==> src/rtl/stepper_move_controller_macros.svh <==
// assertion macros for the stepper move controller
// used by stepper_move_controller.sv, no other dependencies
`ifndef STEPPER_MOVE_CONTROLLER_MACROS_SVH
`define STEPPER_MOVE_CONTROLLER_MACROS_SVH

// same-cycle implication, disabled during reset
`define SMC_ASSERT_NOW(label, clk, rst, ante, cons) \
  label: assert property (@(posedge clk) disable iff (rst) (ante) |-> (cons)) \
    else $error("assertion failed");

// next-cycle implication, disabled during reset
`define SMC_ASSERT_NEXT(label, clk, rst, ante, cons) \
  label: assert property (@(posedge clk) disable iff (rst) (ante) |=> (cons)) \
    else $error("assertion failed");

`endif

==> src/rtl/smc_pkg.sv <==
// shared types and constants of the stepper move controller
// no dependencies
package smc_pkg;

  typedef enum logic [2:0] {
    OP_TICK    = 3'd0,
    OP_MOVE_BY = 3'd1,
    OP_MOVE_TO = 3'd2,
    OP_ZERO    = 3'd3,
    OP_CLEAR   = 3'd4
  } smc_op_t;

  localparam int DEG_W   = 10;
  localparam int POS_W   = 16;
  localparam int COIL_W  = 4;

  localparam logic [COIL_W-1:0] COIL_CW_FIRST  = 4'b1000;
  localparam logic [COIL_W-1:0] COIL_CCW_FIRST = 4'b0001;

  // reciprocals for division by constants
  localparam logic [16:0] RECIP_100 = 17'd83887;  // x/100 = (x*RECIP_100) >> 23
  localparam logic [15:0] RECIP_17  = 16'd61681;  // x/17  = (x*RECIP_17)  >> 20

  // position change requested by the execute stage
  typedef struct packed {
    logic inc;
    logic dec;
    logic clr;
  } smc_pos_cmd_t;

endpackage

==> src/rtl/smc_move_scale.sv <==
// converts an angle in degrees to a step count: ((deg*100)/17)*3, 16-bit wrap
// depends on smc_pkg
module smc_move_scale
  import smc_pkg::*;
(
  input  logic [DEG_W-1:0] degrees,
  output logic [15:0]      steps
);

  logic [15:0] scaled;
  logic [31:0] prod;
  logic [11:0] quot;
  logic [13:0] triple;

  always_comb begin
    scaled = 16'((32'(degrees) << 6) + (32'(degrees) << 5) + (32'(degrees) << 2));
    prod   = 32'(scaled) * 32'(RECIP_17);
    quot   = prod[31:20];
    triple = 14'({2'b00, quot} + {1'b0, quot, 1'b0});
    steps  = {2'b00, triple};
  end

endmodule

==> src/rtl/smc_angle_track.sv <==
// tracks position/3 incrementally and registers the present angle
// ((position/3)*17)/100 with 16-bit wrap; depends on smc_pkg
module smc_angle_track
  import smc_pkg::*;
(
  input  logic             clk,
  input  logic             rst,
  input  smc_pos_cmd_t     pos_cmd,
  input  logic [POS_W-1:0] position,
  output logic [DEG_W-1:0] angle
);

  logic [14:0] thirds;
  logic [14:0] thirds_next;
  logic [1:0]  rem;
  logic [1:0]  rem_next;
  logic [15:0] prod17;
  logic [32:0] prod_div;

  always_comb begin
    thirds_next = thirds;
    rem_next    = rem;
    if (pos_cmd.clr) begin
      thirds_next = '0;
      rem_next    = '0;
    end else if (pos_cmd.inc) begin
      if (position == '1) begin
        thirds_next = '0;
        rem_next    = '0;
      end else if (rem == 2'd2) begin
        thirds_next = thirds + 15'd1;
        rem_next    = 2'd0;
      end else begin
        rem_next = rem + 2'd1;
      end
    end else if (pos_cmd.dec) begin
      if (rem == 2'd0) begin
        thirds_next = thirds - 15'd1;
        rem_next    = 2'd2;
      end else begin
        rem_next = rem - 2'd1;
      end
    end
    prod17   = 16'((32'(thirds_next) << 4) + 32'(thirds_next));
    prod_div = 33'(prod17) * 33'(RECIP_100);
  end

  always_ff @(posedge clk) begin
    if (rst) begin
      thirds <= '0;
      rem    <= '0;
      angle  <= '0;
    end else begin
      thirds <= thirds_next;
      rem    <= rem_next;
      angle  <= prod_div[32:23];
    end
  end

endmodule

==> src/rtl/stepper_move_controller.sv <==
// Wave-drive stepper move controller. Requests carry an operation in s_tuser (tick, move by,
// move to, zero position, clear done) and one result per request leaves on m_tdata. A request
// is registered, executed against the motor state once the result register can advance and
// written to the result register, so one request per cycle is taken while results are taken as
// fast; the whole path runs at one request per clock while m_tready does not hold it back.
// The present angle for move-to is kept in a register that follows the position.
// depends on smc_pkg, smc_move_scale, smc_angle_track, stepper_move_controller_macros.svh
`include "stepper_move_controller_macros.svh"

module stepper_move_controller
  import smc_pkg::*;
(
  input  logic        clk,
  input  logic        rst,
  input  logic        s_tvalid,
  output logic        s_tready,
  input  logic [15:0] s_tdata,   // degrees[9:0], clockwise[10], zero pad
  input  logic [2:0]  s_tuser,   // operation[2:0]
  output logic        m_tvalid,
  input  logic        m_tready,
  output logic [23:0] m_tdata    // coil_drive[3:0], step_taken[4], position[20:5], done_res[21]
);

  logic             in_valid;
  logic [2:0]       in_op;
  logic [DEG_W-1:0] in_deg;
  logic             in_cw;

  logic [POS_W-1:0] step_position;
  logic [POS_W-1:0] step_position_next;
  logic [15:0]      steps_remaining;
  logic [15:0]      steps_remaining_next;
  logic [1:0]       coil_index;
  logic [1:0]       coil_index_next;
  logic             dir_cw;
  logic             dir_cw_next;
  logic             done_flag;
  logic             done_flag_next;
  logic             running;
  logic             running_next;

  logic [COIL_W-1:0] coil_res;
  logic              step_res;
  logic [COIL_W-1:0] out_coil;
  logic              out_step;
  logic [POS_W-1:0]  out_pos;
  logic              out_done;

  logic             advance;
  logic             exec;
  smc_pos_cmd_t     pos_cmd;
  logic [DEG_W-1:0] angle;
  logic             to_cw;
  logic [DEG_W-1:0] to_diff;
  logic [DEG_W-1:0] scale_deg;
  logic [15:0]      scale_steps;

  assign advance  = !m_tvalid || m_tready;
  assign exec     = in_valid && advance;
  assign s_tready = !in_valid || advance;

  assign to_cw     = in_deg > angle;
  assign to_diff   = to_cw ? (in_deg - angle) : (angle - in_deg);
  assign scale_deg = (in_op == OP_MOVE_TO) ? to_diff : in_deg;

  smc_move_scale u_scale (
    .degrees (scale_deg),
    .steps   (scale_steps)
  );

  smc_angle_track u_angle (
    .clk      (clk),
    .rst      (rst),
    .pos_cmd  (pos_cmd),
    .position (step_position),
    .angle    (angle)
  );

  always_comb begin
    step_position_next   = step_position;
    steps_remaining_next = steps_remaining;
    coil_index_next      = coil_index;
    dir_cw_next          = dir_cw;
    done_flag_next       = done_flag;
    running_next         = running;
    pos_cmd              = '0;
    coil_res             = '0;
    step_res             = 1'b0;
    if (exec) begin
      unique case (in_op)
        OP_TICK: begin
          if (running) begin
            step_res = 1'b1;
            if (dir_cw) begin
              coil_res           = COIL_CW_FIRST >> coil_index;
              step_position_next = step_position + 16'd1;
              pos_cmd.inc        = 1'b1;
            end else begin
              coil_res = COIL_CCW_FIRST << coil_index;
              if (step_position != '0) begin
                step_position_next = step_position - 16'd1;
                pos_cmd.dec        = 1'b1;
              end
            end
            coil_index_next = coil_index + 2'd1;
            if (steps_remaining != '0) begin
              steps_remaining_next = steps_remaining - 16'd1;
            end else begin
              done_flag_next = 1'b1;
              running_next   = 1'b0;
            end
          end
        end
        OP_MOVE_BY: begin
          dir_cw_next          = in_cw;
          steps_remaining_next = scale_steps;
          running_next         = 1'b1;
        end
        OP_MOVE_TO: begin
          done_flag_next       = 1'b0;
          dir_cw_next          = to_cw;
          steps_remaining_next = scale_steps;
          running_next         = 1'b1;
        end
        OP_ZERO: begin
          step_position_next = '0;
          pos_cmd.clr        = 1'b1;
        end
        OP_CLEAR: begin
          done_flag_next = 1'b0;
        end
        default: begin
        end
      endcase
    end
  end

  always_ff @(posedge clk) begin
    if (rst) begin
      in_valid        <= 1'b0;
      m_tvalid        <= 1'b0;
      step_position   <= '0;
      steps_remaining <= '0;
      coil_index      <= '0;
      dir_cw          <= 1'b0;
      done_flag       <= 1'b0;
      running         <= 1'b0;
    end else begin
      if (s_tvalid && s_tready) begin
        in_valid <= 1'b1;
      end else if (exec) begin
        in_valid <= 1'b0;
      end
      if (advance) begin
        m_tvalid <= in_valid;
      end
      step_position   <= step_position_next;
      steps_remaining <= steps_remaining_next;
      coil_index      <= coil_index_next;
      dir_cw          <= dir_cw_next;
      done_flag       <= done_flag_next;
      running         <= running_next;
    end
  end

  always_ff @(posedge clk) begin
    if (s_tvalid && s_tready) begin
      in_op  <= s_tuser;
      in_deg <= s_tdata[DEG_W-1:0];
      in_cw  <= s_tdata[DEG_W];
    end
    if (exec) begin
      out_coil <= coil_res;
      out_step <= step_res;
      out_pos  <= step_position_next;
      out_done <= done_flag_next;
    end
  end

  assign m_tdata = {2'b00, out_done, out_pos, out_step, out_coil};

  `SMC_ASSERT_NOW(a_coil_onehot, clk, rst, m_tvalid && out_step, $onehot(out_coil))
  `SMC_ASSERT_NOW(a_coil_idle, clk, rst, m_tvalid && !out_step, out_coil == '0)
  `SMC_ASSERT_NEXT(a_final_tick, clk, rst,
    exec && in_op == OP_TICK && running && steps_remaining == '0, !running && done_flag)
  `SMC_ASSERT_NEXT(a_ccw_floor, clk, rst,
    exec && in_op == OP_TICK && running && !dir_cw && step_position == '0,
    step_position == '0)

endmodule
==> config.mk <==
export PLATFORM = sky130hd
export DESIGN_NAME = stepper_move_controller
export DESIGN_NICKNAME = d
export VERILOG_FILES = /design/src/rtl/smc_pkg.sv /design/src/rtl/smc_move_scale.sv /design/src/rtl/smc_angle_track.sv /design/src/rtl/stepper_move_controller.sv
export VERILOG_INCLUDE_DIRS = /design/src /design/src/rtl
export SDC_FILE = /design/constraint.sdc
export NUM_CORES = 1
export LEC_CHECK = 0
export BUFFER_PORTS_ARGS = -buffer_cell sky130_fd_sc_hd__buf_2
export CORE_UTILIZATION = 60
export DETAILED_ROUTE_END_ITERATION = 10
export GPL_TIMING_DRIVEN = 1
export HOLD_SLACK_MARGIN = 0.02
export PLACE_DENSITY = 0.77
export REMOVE_ABC_BUFFERS = 1
export SLEW_MARGIN = 5
export SYNTH_ARGS = -nofsm -noshare
export SYNTH_HDL_FRONTEND = slang
export SYNTH_SLANG_ARGS = --single-unit
==> constraint.sdc <==
create_clock -name clk -period 12.92 [get_ports clk]
set_input_delay 1.938 -clock clk [delete_from_list [all_inputs] [get_ports clk]]
set_output_delay 1.938 -clock clk [all_outputs]
set_load 0.02 [all_outputs]
# Word level (Yosys, flattened, before mapping)
# Cells that the tools add are included.
word_totals:
  register_bits: 102
  latch_bits: 0
  ram_bits: 0
  romBits: 0
  input_bits: 23
  word_cells: 107
  n_memories: 0
classes:
  addsub: 14
  multipliers: 2
  div: 0
  n_lt_le_gt_ge: 1
  eq_ne: 8
  shift: 2
  mux: 40
  n_bitwise: 0
  n_reduce_logical: 22
op_table:
  columns: ["cell", "n"]
  rows:
  - ["$mux 16", 6]
  - ["$mux 15", 6]
  - ["$pmux 16 s2", 2]
  - ["$mul 16x17->33 const B", 1]
  - ["$add 16x15->16", 2]
  - ["$mul 16x16->32 const B", 1]
  - ["$reduce_bool 16->1", 2]
  - ["$sub 16x1->16 const B", 2]
  - ["$mux 10", 2]
  - ["$sub 10x10->10", 2]
  - ["$add 16x1->16 const B", 1]
  - ["$add 16x12->16", 1]
  - ["$eq 16x16->1 const B", 1]
  - ["$add 15x1->15 const B", 1]
  - ["$sub 15x1->15 const B", 1]
  - ["$add 12x13->14", 1]
  - ["$mux 2", 7]
  - ["$mux 1", 12]
  - ["$gt 10x10->1", 1]
  - ["$reduce_bool 2->1", 4]
  - ["$eq 3x2->1 const B", 2]
  - ["$pmux 1 s2", 3]
  - ["$reduce_and 2->1", 3]
  - ["$reduce_or 2->1", 3]
  - ["17 further kinds", 22]

# Depth between registers and ports, before layout
# Gate-level depths: netlist of run 1.
depth:
  ltp_word: 11
  depth_mapped: 53
  mapped_depth_nobuf: 52

# Modules after synthesis
# From an unflattened synthesis of run 1, not the netlist that was laid out.
unflattened:
  hier_cells: 1897
  hier_area_um2: 16910.0
modules_own_cells:
  columns: ["module", "n_inst", "cells_per_inst", "area_each_um2", "seq_area_each_um2"]
  rows:
  - ["smc_angle_track", 1, 821, 7394.6, 540.5]
  - ["stepper_move_controller", 1, 568, 4857.2, 1861.8]
  - ["smc_move_scale", 1, 508, 4658.2, 0.0]

# Worst setup path after synthesis of run 1
# Ideal clock, no wire load.
synth_timing:
  path_kind: "flip-flop to flip-flop"
  startpoint: "register in_deg[0]"
  endpoint: "register steps_remaining[9]"
  arrival_time_ns: 11.271
  t_required_ns: 12.788
  path_slack_ns: 1.517
  path_stages_with_launch: 51
  path_buffers: 1
  synth_period_minus_slack_ns: 11.403
  path_cell_list: "edfxtp_1 -> inv_1 -> ha_1 -> inv_1 -> fa_1 -> a21o_1 -> a21o_1 -> a2111oi_0 -> o21ai_0 -> nand2_1 -> buf_2 -> mux2i_1 -> nand4_1 -> o21ai_0 -> xnor2_1 -> a21oi_1 -> fa_1 -> inv_1 -> [... 15 more ...] -> ha_1 -> a211o_1 -> a211oi_1 -> o21ai_0 -> or2_2 -> xor2_1 -> ha_1 -> fa_1 -> a21o_1 -> a21oi_1 -> nor2b_1 -> o31a_1 -> o21a_1 -> nor2_1 -> xor2_1 -> o22ai_1 -> nand2_1 -> a21oi_1"
synth_via:
  elab_chain_cells: 8
  elab_cells_between_ends: 10
  cone_classes: "5 x add/sub; 1 x mul; 1 x order compare; 3 x mux"
synth_rtl:
  columns: ["item", "line", "source"]
  rows:
  - ["start, declared", "stepper_move_controller.sv:26", "logic [DEG_W-1:0] in_deg;"]
  - ["start signal, assigned", "stepper_move_controller.sv:169", "in_deg <= s_tdata[DEG_W-1:0];"]
  - ["$sub 10x10->10 or $gt 10x10->1 (tied branches)", "stepper_move_controller.sv:63, stepper_move_controller.sv:62", null]
  - ["$mux 10", "stepper_move_controller.sv:63", "assign to_diff = to_cw ? (in_deg - angle) : (angle - in_deg);"]
  - ["$mux 10 *", "stepper_move_controller.sv:64", "assign scale_deg = (in_op == OP_MOVE_TO) ? to_diff : in_deg;"]
  - ["$add 16x15->16", "smc_move_scale.sv:16", "scaled = 16'((32'(degrees) << 6) + (32'(degrees) << 5) + (32'(degrees) << 2));"]
  - ["$add 16x12->16 *", "smc_move_scale.sv:16", null]
  - ["$mul 16x16->32 *", "smc_move_scale.sv:17", "prod = 32'(scaled) * 32'(RECIP_17);"]
  - ["$add 12x13->14 *", "smc_move_scale.sv:19", "triple = 14'({2'b00, quot} + {1'b0, quot, 1'b0});"]
  - ["$pmux 16 s2 *", "stepper_move_controller.sv:90", "unique case (in_op)"]
  - ["end signal, assigned", "stepper_move_controller.sv:158", "steps_remaining <= steps_remaining_next;"]
  - ["end, declared", "stepper_move_controller.sv:31", "logic [15:0] steps_remaining;"]
# Mark *: on every way between the ends. The rest lies on a longest branch, timed or not.
# A chain may end at the register's enable or synchronous reset.

# Final worst setup path of run 1
# Ends and elaborated chain as after synthesis.

==> results of run 1 <==
## final timing paths
path | startpoint | to | slack, ns | cells past startpoint
max | in_deg[0] | steps_remaining[9] | 0.80 | 52
min | steps_remaining[10] | steps_remaining[10] | 0.47 | 2
max reg2reg | in_deg[0] | steps_remaining[9] | 0.80 | 52
min reg2reg | steps_remaining[10] | steps_remaining[10] | 0.47 | 2
## cell usage in the layout, fill, tap and decap left out, types with 27 or more instances in the layout
cell | netlist | final
nand3_1 | 28 | 28
ha_1 | 321 | 321
buf_4 | 4 | 27
nand2_1 | 109 | 108
inv_1 | 293 | 293
edfxtp_1 | 36 | 36
dfxtp_1 | 66 | 66
nor3_1 | 42 | 41
nor2b_1 | 44 | 44
a21oi_1 | 95 | 95
nor2_1 | 110 | 110
a21o_1 | 41 | 41
fa_1 | 151 | 151
buf_2 | 4 | 41
xnor2_1 | 53 | 52
o21ai_0 | 95 | 94
xor2_1 | 27 | 27
## layer usage
layer,global-route usage [%],vias up,share of wire (%)
met5,0,-,0
met3,2.31,52,3.4
met1,35.4,6146,45
li1,-,6300,-
met2,47.4,271,49
met4,7.64,0,2.1
## sequential cells by signal, summed over array words and instances, names as in the netlist, 3 cells and up
signal,flops
in_deg,10
in_op,3
out_coil,4
out_pos,16
step_position,16
steps_remaining,16
u_angle.angle,10
u_angle.thirds,15
## through the flow
| step | instance area (sq um) | utilization, % |
|---|---|---|
| after floorplan | 16000 | - |
| after global placement | 16800 | 64.1 |
| after detailed placement | 16800 | 64.1 |
| after CTS | 17100 | 65.3 |
| after global routing | 17100 | 65.4 |
| final | 17100 | 65.4 |
## critical path, delay by kind of cell (launching register included)
family | cells | cell delay [ns]
multiplexers | 1 | 0.28
XOR/XNOR | 4 | 0.77
buffers and inverters | 5 | 0.30
AND/OR/NAND/NOR | 8 | 1.50
AO/OA/AOI/OAI | 21 | 4.01
adder cells (fa/ha/maj) | 13 | 4.64
flip-flops | 1 | 0.43
## final cells by class
cell class / instances / share of cell area (%)
multi-input combinational: 1384 / 72.9
tap: 335 / 2.44
clock inverter: 7 / 0.525
timing repair buffer: 68 / 2.38
inverter: 294 / 6.44
clock buffer: 9 / 1.31
sequential: 102 / 14.0
## cells by family (layout without fill, tap and decap cells)
family	Yosys count	after routing
compound gates	365	365
buf+inv	334	378
other cells	1	2
fa+ha+maj	472	472
mux	13	13
simple gates	452	452
xor+xnor	80	80
flops	102	102
## what timing repair did
item                       4_1_cts  5_1_grt
resized for setup                0        5
setup endpoints to repair        0        8
buffers inserted                 0        3
==> metrics.yaml, run 1 <==
clocking:
  clk_pin_slew_ns: 0.08
  cts_tree: "built"
  postCtsHoldBufs: 0
  root_buffer: "clkbuf_16"
  cts_max_path_buffers: 2
  cts_num_sinks: 102
  htree_levels: 3
  cts_buffers: 9
  clock_latency_ns: 0.36
timing:
  finalCritPeriodShare_pct: 93.8
  finalWorstSetupSlack_ns: 0.803
  relSlewSlack_pct: 25.5
  holdWs_ns: 0.472
  fmax_ghz: 0.0825
  drv_slew: 0
  setup_violations: 0
  worst_pin_slew_ns: 1.11
  finalCriticalPeriod_ns: 12.12
  hold_violations: 0
  clock_skew_ns: 0.0143
  tns_ns: 0
  rsz0062_at_grt: "no"
floorplan:
  core_area_sq_um: 26200
  io-pin-count: 49
  start_util_pct: 61.7
  rows: 59
  die_w_microns: 166
  dieArea_sq_um: 27600
  die_h_microns: 166
synthesis:
  synth-async-reset-ratio_pct: 0
  synth-main-ff-cell: "dfxtp_1"
  ys_top_cells_by_count: "321 x ha_1, 293 x inv_1, 151 x fa_1"
  synth_area_leaders: "ha_1 25%, fa_1 19%, dfxtp_1 8.2%"
  yosysTopAreaCell: "ha_1"
  syn_area_per_cell_sq_um: 8.89
  synth_edf_count: 36
  synth_cell_types: 78
  yosysSeqAreaShare_pct: 14.9
  post_synth_fa_ha_maj_area_fraction_pct: 43.5
  synth-seq-cells: 102
  synth_compound_area_share_pct: 14.4
  synthMuxAreaShare_pct: 0.844
  synth_top_area_share_pct: 24.8
  synth_top_family_by_area: "adder cells"
  yosys_warnings: 0
  yosys.area_share.simple_pct: 14.0
  synth.most_common_cell: "ha_1"
  synth_xor_area_share_pct: 4.33
  synthCells: 1819
  synth_area_sq_um: 16200
final_layout:
  multi_input_area_sq_um: 12500
  areaGrowthSynthToFinish_pct: 6.08
  final_nets: 2354
  drive_gt1_share_pct: 6.17
  diodes: 0
  fillers: 2154
  final_cells: 2199
  regArea_sq_um: 2400
routing:
  route.antenna.remaining_nets: 0
  route.vias.total: 12800
  drt_iter0_drc: 849
  route.detailed.drc: 0
  vias_per_cell: 5.81
  post_drt_wl_per_cell_microns: 16.1
  drt-pass1-iter-count: 5
  routed_wl_mm: 35.4
critical_path:
  startpoint_type: "register"
  critical_path_required_ns: 13.13
  critical_path.max_fanout: 7
  slowest_stage: "fa_1"
  cp_slowest_stage_delay_ns: 0.56
  crit_arrival_ns: 12.33
  crit_top_cell: "ha_1"
  path_class: "register to register"
  cp-end-kind: "register"
placement:
  place.gp.congestion: 0.905
  post-place-cells: 2180
  hpwl_mm: 29.3
  dp_slack_ns: 0.355
  io_buffers: 41
global_routing:
  grt_pass1_wl_mm: 61.4
  overflow: 0
  grt_pass1_vias: 12900
  antenna_found_initial: 0
  grt_start_max_net_pins: 69
  grt_usage_pct: 26.9
run:
  max_cap_viol_count: 0
worst_hold_path:
  hp-class: "register to register"
status:
  status: "finished, final reports clean"
Power of run 1 is not shown: default switching activity piles up to over one toggle a cycle in this logic, so the estimate is an artifact.
==> inputs of run 2 (changes only) <==
--- a/config.mk
+++ b/config.mk
@@ -16,4 +16,5 @@
 export SLEW_MARGIN = 5
 export SYNTH_ARGS = -nofsm -noshare
 export SYNTH_HDL_FRONTEND = slang
+export SYNTH_HIERARCHICAL = 1
 export SYNTH_SLANG_ARGS = --single-unit
==> metrics.yaml, run 2 <==
synthesis:
  synth_cell_types: 107  # +37%
  syn_area_per_cell_sq_um: 8.91  # +0.31%
  synth_area_leaders: "ha_1 23%, fa_1 19%, dfxtp_1 7.8%"
  synth.most_common_cell: "inv_1"
  yosys_warnings: 6  # +6
  yosysSeqAreaShare_pct: 14.2  # -0.66 points
  synth_edf_count: 36  # unchanged
  synthCells: 1897  # +4.3%
  synth-seq-cells: 102  # unchanged
  synth_area_sq_um: 16900  # +4.6%
  synth-main-ff-cell: "dfxtp_1"
  yosysTopAreaCell: "ha_1"
  ys_top_cells_by_count: "326 x inv_1, 312 x ha_1, 157 x fa_1"
  synth_top_area_share_pct: 23.1  # -1.8 points
  synth-async-reset-ratio_pct: 0  # unchanged
routing:
  vias_per_cell: 5.79  # -0.23%
  route.detailed.drc: 0  # unchanged
  drt-pass1-iter-count: 5  # unchanged
  route.vias.total: 13300  # +4.3%
  drt_iter0_drc: 811  # -4.5%
  post_drt_wl_per_cell_microns: 16.2  # +0.85%
  routed_wl_mm: 37.3  # +5.4%
  route.antenna.remaining_nets: 0  # unchanged
final_layout:
  final_common_cell: "inv_1"
  final_area_sq_um: 17800  # +3.9%
  biggestRegsByFlops: "out_pos (16), step_position (16), steps_remaining (16)"
  regArea_sq_um: 2400  # unchanged
  multi_input_area_sq_um: 13000  # +4.1%
  drive_gt1_share_pct: 8.08  # +1.9 points
  areaGrowthSynthToFinish_pct: 5.34
  final_nets: 2406  # +2.2%
  layout_common_cells: "326 x inv_1, 312 x ha_1, 157 x fa_1, 146 x nor2_1, 103 x a21oi_1"
  fillers: 2333  # +8.3%
worst_hold_path:
  hold-path-endpoint: "steps_remaining[10]"
  min_from: "steps_remaining[10]"
  hp-class: "register to register"
  hold_depth: 2  # unchanged
placement:
  dpl-instance-area_sq_um: 17500  # +4.1%
  place.gp.congestion: 0.913  # +0.88%
  io_buffers: 41  # unchanged
  hpwl_mm: 30.8  # +5.2%
timing:
  finalCritPeriodShare_pct: 93.3  # -0.46 points
  fmax_ghz: 0.0829  # +0.49%
  tns_ns: 0  # unchanged
  setup_violations: 0  # unchanged
  holdWs_ns: 0.489  # +0.0167 ns
  rsz0062_at_grt: "no"
  relSlewSlack_pct: 35.6  # +10 points
  hold_violations: 0  # unchanged
  finalCriticalPeriod_ns: 12.06  # -0.0588 ns
  drv_slew: 0  # unchanged
  clock_skew_ns: 0.0109  # -0.00341 ns
  worst_pin_slew_ns: 0.965  # -0.148 ns
critical_path:
  slowest_stage: "fa_1"
  crit_arrival_ns: 12.26  # -0.07 ns
  critical_path_required_ns: 13.12  # about the same
  r2r_slack_ns: 0.98  # +0.18 ns
  reg2reg_depth: 53  # +1.9%
  cp-startpoint: "m_tready"
  critical_path.max_fanout: 10  # +3
  startpoint_type: "input pin"
  path_class: "input pin to register"
  cp_slowest_stage_delay_ns: 0.56  # about the same
  regToRegEndpoint: "steps_remaining[13]"
  cp-end-kind: "register"
  crit_top_cell: "fa_1"
  r2r-start: "in_deg[0]"
global_routing:
  grt_usage_pct: 27.2  # +0.27 points
  grt_pass1_wl_mm: 63.7  # +3.8%
  grt_start_max_net_pins: 61  # -12%
  grt_pass1_vias: 13600  # +5.4%
  overflow: 0  # unchanged
  antenna_found_initial: 1  # +1
run:
  max_cap_viol_count: 0  # unchanged
clocking:
  post-cts-setup-buffers: 0  # unchanged
  cts_tree: "built"
  clock_latency_ns: 0.35  # about the same
  clk_pin_slew_ns: 0.08  # about the same
  htree_levels: 3  # unchanged
  cts_max_path_buffers: 2  # unchanged
  cts_buffers: 9  # unchanged
  cts_num_sinks: 102  # unchanged
  root_buffer: "clkbuf_16"
floorplan:
  die_w_microns: 170  # +2.3%
  core_area_sq_um: 27800  # +6.0%
  start_util_pct: 60.9  # -0.81 points
  io-pin-count: 49  # unchanged
  dieArea_sq_um: 28900  # +4.6%
  rows: 61  # +3.4%
  die_h_microns: 170  # +2.3%
status:
  status: "finished, final reports clean"
[run 2: changes by cell type after synthesis, moves of 10 or more]
cell      change
o21ai_0      -36
nor2_1       +38
nor2b_1      -12
inv_1        +33
xor2_1       +11
o21bai_1     -13
nand2_1      -24
o21ai_1      +12
xnor2_1      -10
[run 2: timing repair]
| item | CTS | global route |
|---|---|---|
| gates resized for setup | 0 | 4 |
| hold endpoints to repair | 0 | 0 |
| hold buffers | 0 | 0 |
| endpoints found under the setup margin | 0 | 3 |
[run 2: kinds of logic (layout without fill, tap and decap cells)]
group	count (synthesis)	after routing	share of synthesized area, %
and+or+nand+nor	460	460	14.0
AOI/OAI and AO/OA	370	370	15.1
muxes	18	18	1.11
adders and majority gates	471	471	41.8
other	2	5	0.0444
xor gates and xnor gates	86	86	4.68
buffers and inverters	388	408	9.07
DFF	102	102	14.2
[run 2: stage by stage]
stage / util, % / std cells / setup slack (ns)
2_1_floorplan: - / 1839 / 0.473
3_3_place_gp: 62.9 / 2281 / 0.576
3_5_place_dp: 62.9 / 2281 / 0.393
4_1_cts: 64.1 / 2297 / 0.714
5_1_grt: 64.1 / 2298 / 0.106
6_report: 64.1 / 2298 / 0.862
[run 2: worst max path at each step]
stage / to / slack, ns / cells after the start
final: u_angle/angle[6] / 0.86 / 41
after global routing: steps_remaining[13] / 0.11 / 48
after CTS: u_angle/angle[6] / 0.71 / 41
after detailed placement: u_angle/angle[6] / 0.39 / 41
after global placement: u_angle/angle[6] / 0.58 / 42
after floorplan: u_angle/angle[6] / 0.47 / 40
[run 2: worst max-delay path: cells and delay by family]
kind	cells	cell delay (ns)
AOI/OAI and AO/OA	8	2.06
buffers and inverters	7	0.73
xor gates and xnor gates	1	0.19
adders and majority gates	8	3.80
and+or+nand+nor	17	3.53
[run 2: layout make-up]
| cell class | instances | area share, % |
|---|---|---|
| inverters | 328 | 6.92 |
| diodes | 1 | 0.0140 |
| clock buffers | 10 | 1.34 |
| well taps | 378 | 2.66 |
| repair buffers | 64 | 2.12 |
| clock inverters | 6 | 0.428 |
| multi-input cells | 1409 | 73.0 |
| flip-flops and latches | 102 | 13.5 |
[run 2: routing by layer]
metal,GRT usage [%],vias up,routed length (microns)
met5,0,-,0
met4,9.32,0,1070
met3,1.91,76,1220
met2,49.8,304,19100
met1,33.6,6463,15900
li1,-,6470,-
Power of run 2 is left out for the same reason.
